$ cat src/design/mcrs_pkg.sv
// Package: opcodes, selectors, constants and types of the code reference scanner.
`default_nettype none

package mcrs_pkg;

  localparam int unsigned REG_COUNT = 32;
  localparam int unsigned REG_AW    = $clog2(REG_COUNT);
  localparam int unsigned XLEN      = 32;
  localparam int unsigned SIZE_W    = 29;
  localparam int unsigned TGT_W     = 28;

  // Configuration register indexes
  localparam logic CFG_MEM_BASE   = 1'b0;
  localparam logic CFG_IMAGE_SIZE = 1'b1;

  localparam logic [XLEN-1:0] BASE_RESET = 32'h8000_0000;
  localparam logic [TGT_W-1:0] FUNC_LOW  = 28'h000_0190;

  // Primary opcodes
  localparam logic [5:0] OP_REGIMM = 6'h01;
  localparam logic [5:0] OP_J      = 6'h02;
  localparam logic [5:0] OP_JAL    = 6'h03;
  localparam logic [5:0] OP_BEQ    = 6'h04;
  localparam logic [5:0] OP_BNE    = 6'h05;
  localparam logic [5:0] OP_BLEZ   = 6'h06;
  localparam logic [5:0] OP_BGTZ   = 6'h07;
  localparam logic [5:0] OP_ADDI   = 6'h08;
  localparam logic [5:0] OP_ADDIU  = 6'h09;
  localparam logic [5:0] OP_ORI    = 6'h0D;
  localparam logic [5:0] OP_LUI    = 6'h0F;
  localparam logic [5:0] OP_COP1   = 6'h11;
  localparam logic [5:0] OP_BEQL   = 6'h14;
  localparam logic [5:0] OP_BNEL   = 6'h15;
  localparam logic [5:0] OP_BLEZL  = 6'h16;
  localparam logic [5:0] OP_BGTZL  = 6'h17;

  // COP1 rs selector of the BC1 branch group
  localparam logic [4:0] COP1_BC = 5'h08;

  typedef struct packed {
    logic             is_branch;
    logic             is_call;
    logic [TGT_W-1:0] call_target;
    logic             new_function;
    logic             reg_write;
    logic             is_ref;
    logic [XLEN-1:0]  value;
  } exec_res_t;

endpackage

`default_nettype wire

$ cat src/design/mips_code_reference_scanner_core.sv
// Top level: MIPS code reference scanner with a memory-backed register file.
//
//   channel  | direction | handshake                 | payload
//   ---------+-----------+---------------------------+---------------------------------
//   in       | sink      | in_valid_i / in_stall_o   | instr_word_i, image_start_i
//   out      | source    | out_valid_o / out_stall_i | instr_address_o ... ref_total_o
//   cfg      | sink      | cfg_we_i                  | cfg_index_i, cfg_data_i
//
// One item enters per cycle unless the output stalls; an accepted item enters the
// execute stage with its register file read and executes into the output register.
// The register file read port sets the pace: the read issues as the item is
// accepted and a write from the item ahead is bypassed.
// Reset clears control state, counters and the valid bits of the register file;
// an entry never written reads as zero, so no clearing pass is needed.
// A stalled output holds the execute stage, and the input stalls only then.
`default_nettype none

module mips_code_reference_scanner_core (
  input  wire logic        clk_i,
  input  wire logic        rst_ni,
  // configuration
  input  wire logic        cfg_we_i,
  input  wire logic        cfg_index_i,
  input  wire logic [31:0] cfg_data_i,
  // input items
  input  wire logic        in_valid_i,
  output logic             in_stall_o,
  input  wire logic [31:0] instr_word_i,
  input  wire logic        image_start_i,
  // result items
  output logic             out_valid_o,
  input  wire logic        out_stall_i,
  output logic [31:0]      instr_address_o,
  output logic             is_branch_o,
  output logic             is_call_o,
  output logic [27:0]      call_target_o,
  output logic             new_function_o,
  output logic             is_address_ref_o,
  output logic [31:0]      ref_value_o,
  output logic [31:0]      branch_total_o,
  output logic [31:0]      call_total_o,
  output logic [31:0]      ref_total_o
);

  localparam int unsigned XW = mcrs_pkg::XLEN;
  localparam int unsigned AW = mcrs_pkg::REG_AW;

  // configuration and window limit
  logic [XW-1:0]               mem_base_q;
  logic [mcrs_pkg::SIZE_W-1:0] image_size_q;
  logic [XW:0]                 win_hi_q;

  // fetch side
  logic [XW-1:0] pc_q;
  logic [XW-1:0] cur_addr;
  logic          in_acc;

  // execute stage
  logic          s1_valid_q;
  logic [XW-1:0] s1_word_q;
  logic [XW-1:0] s1_addr_q;
  logic          commit;

  // register file
  logic [mcrs_pkg::REG_COUNT-1:0] vld_q;
  logic                           rvld_q;
  logic                           byp_hit_q;
  logic [XW-1:0]                  byp_data_q;
  logic [XW-1:0]                  ram_rdata;
  logic                           ram_we;
  logic [AW-1:0]                  ram_waddr;
  logic [XW-1:0]                  src;

  mcrs_pkg::exec_res_t res;

  // counters
  logic [XW-1:0] br_cnt_q, br_cnt_d;
  logic [XW-1:0] call_cnt_q, call_cnt_d;
  logic [XW-1:0] ref_cnt_q, ref_cnt_d;

  logic out_valid_q;

  // ---------------------------------------------------------------- handshake
  // Advance the execute stage whenever the output register is free or drains.
  assign commit     = s1_valid_q && (!out_valid_q || !out_stall_i);
  assign in_stall_o = s1_valid_q && !commit;
  assign in_acc     = in_valid_i && !in_stall_o;

  // ------------------------------------------------------------ configuration
  always_ff @(posedge clk_i or negedge rst_ni) begin
    if (!rst_ni) begin
      mem_base_q   <= mcrs_pkg::BASE_RESET;
      image_size_q <= '0;
      win_hi_q     <= {1'b0, mcrs_pkg::BASE_RESET};
    end else begin
      if (cfg_we_i) begin
        unique case (cfg_index_i)
          mcrs_pkg::CFG_MEM_BASE:   mem_base_q   <= cfg_data_i;
          mcrs_pkg::CFG_IMAGE_SIZE: image_size_q <= cfg_data_i[mcrs_pkg::SIZE_W-1:0];
          default:                  mem_base_q   <= mem_base_q;
        endcase
      end
      // Upper window bound carries one extra bit so the window never wraps.
      win_hi_q <= {1'b0, mem_base_q} + {{(XW + 1 - mcrs_pkg::SIZE_W){1'b0}}, image_size_q};
    end
  end

  // ------------------------------------------------------------ program counter
  assign cur_addr = image_start_i ? mem_base_q : pc_q;

  always_ff @(posedge clk_i or negedge rst_ni) begin
    if (!rst_ni) begin
      pc_q <= mcrs_pkg::BASE_RESET;
    end else if (in_acc) begin
      pc_q <= cur_addr + XW'(4);
    end
  end

  // ---------------------------------------------------------- execute stage
  always_ff @(posedge clk_i or negedge rst_ni) begin
    if (!rst_ni) begin
      s1_valid_q <= 1'b0;
    end else if (in_acc) begin
      s1_valid_q <= 1'b1;
    end else if (commit) begin
      s1_valid_q <= 1'b0;
    end
  end

  always_ff @(posedge clk_i) begin
    if (in_acc) begin
      s1_word_q <= instr_word_i;
      s1_addr_q <= cur_addr;
    end
  end

  // ------------------------------------------------------------ register file
  // Read rs as the item is accepted; write rt when the item commits.
  assign ram_we    = commit && res.reg_write;
  assign ram_waddr = s1_word_q[20:16];

  mcrs_ram #(
    .DEPTH (mcrs_pkg::REG_COUNT),
    .WIDTH (XW)
  ) u_regs (
    .clk_i   (clk_i),
    .we_i    (ram_we),
    .waddr_i (ram_waddr),
    .wdata_i (res.value),
    .re_i    (in_acc),
    .raddr_i (instr_word_i[25:21]),
    .rdata_o (ram_rdata)
  );

  // Valid bits stand in for the all-zero reset of the file.
  always_ff @(posedge clk_i or negedge rst_ni) begin
    if (!rst_ni) begin
      vld_q <= '0;
    end else if (ram_we) begin
      vld_q[ram_waddr] <= 1'b1;
    end
  end

  // Catch a write that lands in the same edge as the read (read sees old data).
  always_ff @(posedge clk_i or negedge rst_ni) begin
    if (!rst_ni) begin
      rvld_q    <= 1'b0;
      byp_hit_q <= 1'b0;
    end else if (in_acc) begin
      rvld_q    <= vld_q[instr_word_i[25:21]];
      byp_hit_q <= ram_we && (ram_waddr == instr_word_i[25:21]);
    end
  end

  always_ff @(posedge clk_i) begin
    if (in_acc) begin
      byp_data_q <= res.value;
    end
  end

  assign src = byp_hit_q ? byp_data_q : (rvld_q ? ram_rdata : '0);

  mcrs_exec u_exec (
    .word_i       (s1_word_q),
    .src_i        (src),
    .win_lo_i     (mem_base_q),
    .win_hi_i     (win_hi_q),
    .image_size_i (image_size_q),
    .res_o        (res)
  );

  // ---------------------------------------------------------------- counters
  always_comb begin
    br_cnt_d   = br_cnt_q;
    call_cnt_d = call_cnt_q;
    ref_cnt_d  = ref_cnt_q;
    // Saturate at all ones.
    if (res.is_branch && (br_cnt_q != '1)) begin
      br_cnt_d = br_cnt_q + XW'(1);
    end
    if (res.is_call && (call_cnt_q != '1)) begin
      call_cnt_d = call_cnt_q + XW'(1);
    end
    if (res.is_ref && (ref_cnt_q != '1)) begin
      ref_cnt_d = ref_cnt_q + XW'(1);
    end
  end

  always_ff @(posedge clk_i or negedge rst_ni) begin
    if (!rst_ni) begin
      br_cnt_q   <= '0;
      call_cnt_q <= '0;
      ref_cnt_q  <= '0;
    end else if (commit) begin
      br_cnt_q   <= br_cnt_d;
      call_cnt_q <= call_cnt_d;
      ref_cnt_q  <= ref_cnt_d;
    end
  end

  // ---------------------------------------------------------- output register
  always_ff @(posedge clk_i or negedge rst_ni) begin
    if (!rst_ni) begin
      out_valid_q <= 1'b0;
    end else begin
      out_valid_q <= commit || (out_valid_q && out_stall_i);
    end
  end

  always_ff @(posedge clk_i) begin
    if (commit) begin
      instr_address_o  <= s1_addr_q;
      is_branch_o      <= res.is_branch;
      is_call_o        <= res.is_call;
      call_target_o    <= res.call_target;
      new_function_o   <= res.new_function;
      is_address_ref_o <= res.is_ref;
      ref_value_o      <= res.value;
      branch_total_o   <= br_cnt_d;
      call_total_o     <= call_cnt_d;
      ref_total_o      <= ref_cnt_d;
    end
  end

  assign out_valid_o = out_valid_q;

endmodule

`default_nettype wire

$ cat src/design/mcrs_ram.sv
// Generic single-port-write, single-port-read RAM with registered read data.
`default_nettype none

module mcrs_ram #(
  parameter int unsigned DEPTH = 32,
  parameter int unsigned WIDTH = 32
) (
  input  wire logic                     clk_i,
  input  wire logic                     we_i,
  input  wire logic [$clog2(DEPTH)-1:0] waddr_i,
  input  wire logic [WIDTH-1:0]         wdata_i,
  input  wire logic                     re_i,
  input  wire logic [$clog2(DEPTH)-1:0] raddr_i,
  output logic      [WIDTH-1:0]         rdata_o
);

  logic [WIDTH-1:0] mem [DEPTH];

  always_ff @(posedge clk_i) begin
    if (we_i) begin
      mem[waddr_i] <= wdata_i;
    end
  end

  always_ff @(posedge clk_i) begin
    if (re_i) begin
      rdata_o <= mem[raddr_i];
    end
  end

endmodule

`default_nettype wire

$ cat src/design/mcrs_exec.sv
// Execute unit: decode one word, form the register value and the flags.
`default_nettype none

module mcrs_exec (
  input  wire logic [mcrs_pkg::XLEN-1:0]   word_i,
  input  wire logic [mcrs_pkg::XLEN-1:0]   src_i,
  input  wire logic [mcrs_pkg::XLEN-1:0]   win_lo_i,
  input  wire logic [mcrs_pkg::XLEN:0]     win_hi_i,
  input  wire logic [mcrs_pkg::SIZE_W-1:0] image_size_i,
  output mcrs_pkg::exec_res_t              res_o
);

  logic [5:0]                    op;
  logic [4:0]                    rs;
  logic [4:0]                    rt;
  logic [15:0]                   imm;
  logic [mcrs_pkg::XLEN-1:0]     simm;
  logic [mcrs_pkg::TGT_W-1:0]    target;
  logic                          branch;

  assign op     = word_i[31:26];
  assign rs     = word_i[25:21];
  assign rt     = word_i[20:16];
  assign imm    = word_i[15:0];
  assign simm   = {{16{imm[15]}}, imm};
  assign target = {word_i[25:0], 2'b00};

  always_comb begin
    unique case (op) inside
      mcrs_pkg::OP_REGIMM: begin
        // rt selectors 0 to 3 and 8 to 11 of the regimm group
        branch = (!rt[4] && !rt[2]) || (rt[4:2] == 3'b010);
      end
      mcrs_pkg::OP_J, mcrs_pkg::OP_BEQ, mcrs_pkg::OP_BNE, mcrs_pkg::OP_BLEZ,
      mcrs_pkg::OP_BGTZ, mcrs_pkg::OP_BEQL, mcrs_pkg::OP_BNEL,
      mcrs_pkg::OP_BLEZL, mcrs_pkg::OP_BGTZL: begin
        branch = 1'b1;
      end
      mcrs_pkg::OP_COP1: begin
        branch = (rs == mcrs_pkg::COP1_BC);
      end
      default: begin
        branch = 1'b0;
      end
    endcase
  end

  always_comb begin
    res_o              = '0;
    res_o.is_branch    = branch;
    if (!branch) begin
      unique case (op) inside
        mcrs_pkg::OP_JAL: begin
          res_o.is_call      = 1'b1;
          res_o.call_target  = target;
          res_o.new_function = (target >= mcrs_pkg::FUNC_LOW) &&
                               ({1'b0, target} < image_size_i);
        end
        mcrs_pkg::OP_LUI: begin
          res_o.reg_write = 1'b1;
          res_o.value     = {imm, 16'h0000};
        end
        mcrs_pkg::OP_ADDI, mcrs_pkg::OP_ADDIU, mcrs_pkg::OP_ORI: begin
          res_o.reg_write = 1'b1;
          res_o.value     = (op == mcrs_pkg::OP_ORI) ? (src_i | {16'h0000, imm})
                                                     : (src_i + simm);
          res_o.is_ref    = (res_o.value >= win_lo_i) &&
                            ({1'b0, res_o.value} < win_hi_i);
        end
        default: begin
          res_o.reg_write = 1'b0;
        end
      endcase
    end
  end

endmodule

`default_nettype wire

$ cat config.mk
export PLATFORM = sky130hd
export DESIGN_NAME = mips_code_reference_scanner_core
export DESIGN_NICKNAME = d
export VERILOG_FILES = /design/src/design/mcrs_pkg.sv /design/src/design/mips_code_reference_scanner_core.sv /design/src/design/mcrs_ram.sv /design/src/design/mcrs_exec.sv
export SDC_FILE = /design/constraint.sdc
export NUM_CORES = 2
export LEC_CHECK = 0
export BUFFER_PORTS_ARGS = -buffer_cell sky130_fd_sc_hd__buf_4
export CAP_MARGIN = 0
export CELL_PAD_IN_SITES_DETAIL_PLACEMENT = 1
export CELL_PAD_IN_SITES_GLOBAL_PLACEMENT = 1
export CORE_MARGIN = 5
export CORE_UTILIZATION = 60
export CTS_BUF_LIST = sky130_fd_sc_hd__clkbuf_8
export DETAILED_ROUTE_END_ITERATION = 8
export PLACE_DENSITY = 0.94
export SLEW_MARGIN = 20
export SYNTH_ARGS = -nofsm -noshare
export SYNTH_HDL_FRONTEND = slang
export SYNTH_SLANG_ARGS = --single-unit
$ cat constraint.sdc
create_clock -name clk_i -period 19.8 [get_ports clk_i]
set_input_delay 1.98 -clock clk_i [delete_from_list [all_inputs] [get_ports clk_i]]
set_output_delay 1.98 -clock clk_i [all_outputs]
set_load 0.03 [all_outputs]
==> key figures <==
Outcome
  • Status: complete, but fails checks
  • Failing checks: DRC

Floorplan
  • Initial core utilization: 60.19%
  • Core ar.: 0.1122 sq mm
  • Die area: 0.1194 sq mm
  • Die Span X: 345.5 um
  • Ports: 265
  • Row count: 123
  • Die height: 345.5 um

Place
  • IO buf count: 262
  • Detailed Place HPWL: 124100 um
  • Placed inst area: 0.07170 sq mm
  • Placer Congestion: 0.9064
  • Post-Place Cells: 5658

STA
  • Clk_skew: 0.09960 ns
  • Final setup TNS: 0 ns
  • RSZ-0062 raised after global routing: no
  • Max Slew Vio Count: 0
  • Relative slew margins: 20.83%
  • Fmax: 0.1202 GHz
  • Minimum clock period: 8.319 ns
  • Worst-Margin Slew: 1.188 ns
  • Hold Violations, Final: 0
  • Hold Worst Slack: 0.4148 ns
  • Final setup vio count: 0
  • Fin crit share: 42.02%

Critical path
  • Setup slack, reg-to-reg: 11.48 ns
  • Worst Path Required: 20.44 ns
  • Max FO, Critical Path: 31
  • CP max-delay cell: nor2b_4
  • Data arrival, critical path: 8.95 ns
  • Critical Path End Type: flop
  • Worst Setup Path Type: reg2reg
  • Worst setup SP type: flop
  • Most frequent CP cell: nand2_1
  • Max incr delay on CP: 0.69 ns

Cells and area
  • Util after Layout: 68.10%
  • Multi-input gate area in the final layout: 0.01980 sq mm
  • Layout cells sized above 1: 25.88%
  • Design Area, Final: 0.07640 sq mm
  • Final Instance Count excl. Fillers: 6111
  • Syn-to-layout area delta: 13.15%
  • # nets final: 4641
  • Filler instances: 9487
  • Area occupied by registers: 0.04676 sq mm

Clock network
  • Clk slew on worst S/H paths: 0.09 ns
  • CTS Buf Count: 239
  • Num Clock Sinks: 1600
  • Hold_buf cts: 0
  • H-tree Lvls: 4
  • CTS root buf: clkbuf_8
  • CTS max path bufs: 3
  • Post CTS Setup Buffer Count: 0
  • Worst-Skew Late Latency: 1.00 ns
  • CTS tree: done
  • Post-CTS resize count: 0

Drt
  • 1st-iter DRT viols: 7638
  • DRT Pass-1 Iters: 9
  • Via count: 44590
  • DR WL/cell: 40.50 um
  • Drt drc: 149
  • Routed WL: 247500 um
  • Routed Antenna Nets: 0
  • Vias/cell: 7.296

GRT
  • Vias in the first global route: 47340
  • Largest net degree at the start of global routing: 102
  • Antenna violations before repair: 28
  • First-pass GRT wire length: 354000 um
  • Gr usage total: 41.34%
  • GRT overflow: 0

Synthesis
  • Syn Inst Count: 3969
  • Top FF cell, synth: edfxtp_1
  • Post-synthesis cell area: 0.06752 sq mm
  • Post-synth top area share: 59.68%
  • Seq cells post-synth: 1600
  • Cell variety after synth: 76
  • Synth top area cells: edfxtp_1 (60%), mux4_2 (11%), dfrtp_1 (9.5%)
  • Synth top cells by count: edfxtp_1 (1342), mux4_2 (330), dfrtp_1 (255)
  • Number of synthesized flops with an enable pin: 1342
  • Seq/Total Area, Yosys: 69.25%
  • Async set-reset flop share out of synthesis: 16.13%
  • Synth area leader: edfxtp_1
  • Mean Syn Cell Area: 17.01 sq um
  • Synth warnings: 0
  • Most common cell in the netlist: edfxtp_1

Flow run
  • Maxcap violations: 0

Power and ir drop
  • Pleak: 27.81 nW
  • Peak VDD IR: 0.07064 mV
  • Power Density: 98.67 mW/mm^2

Min path
  • Min-delay worst type: reg2reg
-- state kept, by name (all words and copies together), names as in the netlist, 26 cells and up --
| name | flops |
|---|---|
| s1_word_q | 32 |
| call_cnt_q | 32 |
| branch_total_o | 32 |
| pc_q | 32 |
| vld_q | 32 |
| image_size_q | 29 |
| s1_addr_q | 32 |
| ref_total_o | 32 |
| ref_cnt_q | 32 |
| u_regs.rdata_o | 32 |
| call_total_o | 32 |
| mem_base_q | 32 |
| win_hi_q | 33 |
| instr_address_o | 32 |
| u_regs.mem | 1024 |
| ref_value_o | 32 |
| br_cnt_q | 32 |
| byp_data_q | 32 |
| call_target_o | 26 |
-- cell families after synthesis --
group	Yosys count	share of synthesized area [%]
other	1	0.005554
AO/OA/AOI/OAI	389	3.758
AND/OR/NAND/NOR	777	5.731
XOR/XNOR	268	3.476
flip-flops	1600	69.25
buffers and inverters	328	1.868
adder cells (fa/ha/maj)	171	3.191
multiplexers	435	12.72
-- routing by layer --
metal / global-route usage, % / wire length [um] / vias to the layer above
met1: 48.60 / 77180 / 22180
li1: - / - / 16210
met2: 63.98 / 114800 / 4666
met4: 29.70 / 22730 / 18
met5: 0.2401 / 153 / -
met3: 14.24 / 32590 / 1512
-- worst paths after layout --
| kind | cells past startpoint | to | start |
|---|---|---|---|
| max in group asynchronous | 3 | vld_q[11] | rst_ni |
| min in group asynchronous | 1 | pc_q[8] | rst_ni |
| max | 27 | ref_total_o[25] | byp_hit_q |
| min reg2reg | 0 | instr_address_o[3] | s1_addr_q[3] |
| max reg2reg | 27 | ref_total_o[25] | byp_hit_q |
| min | 0 | instr_address_o[3] | s1_addr_q[3] |
-- where the power goes --
part	switching, mW	internal (mW)
Clock	1.47	1.33
Combinational	0.561	0.298
Sequential	0.109	3.77
Total	2.14	5.40
-- cell usage in the layout (no fill, tap or decap), types with 80 or more instances in the layout --
master,netlist,routed
edfxtp_1,1342,1342
buf_4,2,343
mux4_2,330,330
clkbuf_8,0,256
dfrtp_1,255,255
inv_1,169,240
nand2_1,222,220
ha_1,169,169
xnor2_1,146,146
nor2_1,156,123
xor2_1,122,122
o21ai_0,111,111
mux2_2,87,87
nand3_1,80,80
a21oi_1,80,80
-- metrics by stage --
step	total power, mW	setup WS, ns
2_1_floorplan	4.390	11.10
3_3_place_gp	4.613	13.06
3_5_place_dp	4.669	12.47
4_1_cts	7.483	11.50
5_1_grt	7.748	11.58
6_report	7.538	11.48
-- layout make-up --
class,count,share of cell area [%]
Antenna cell,13,0.04258
Clock buffer,256,4.612
Tap cell,1500,2.456
Inverter,169,0.8467
Timing Repair Buffer,347,3.449
Multi-Input combinational cell,2042,25.92
Sequential cell,1600,61.20
Clock inverter,184,1.474
-- critical path, delay by kind of cell (launching register included) --
family	cells	cell delay, ns
buf+inv	2	0.38
fa+ha+maj	3	0.97
xor+xnor	2	0.54
simple gates	8	2.18
compound gates	12	3.39
flops	1	0.46
(Power assumes the default switching activity.)
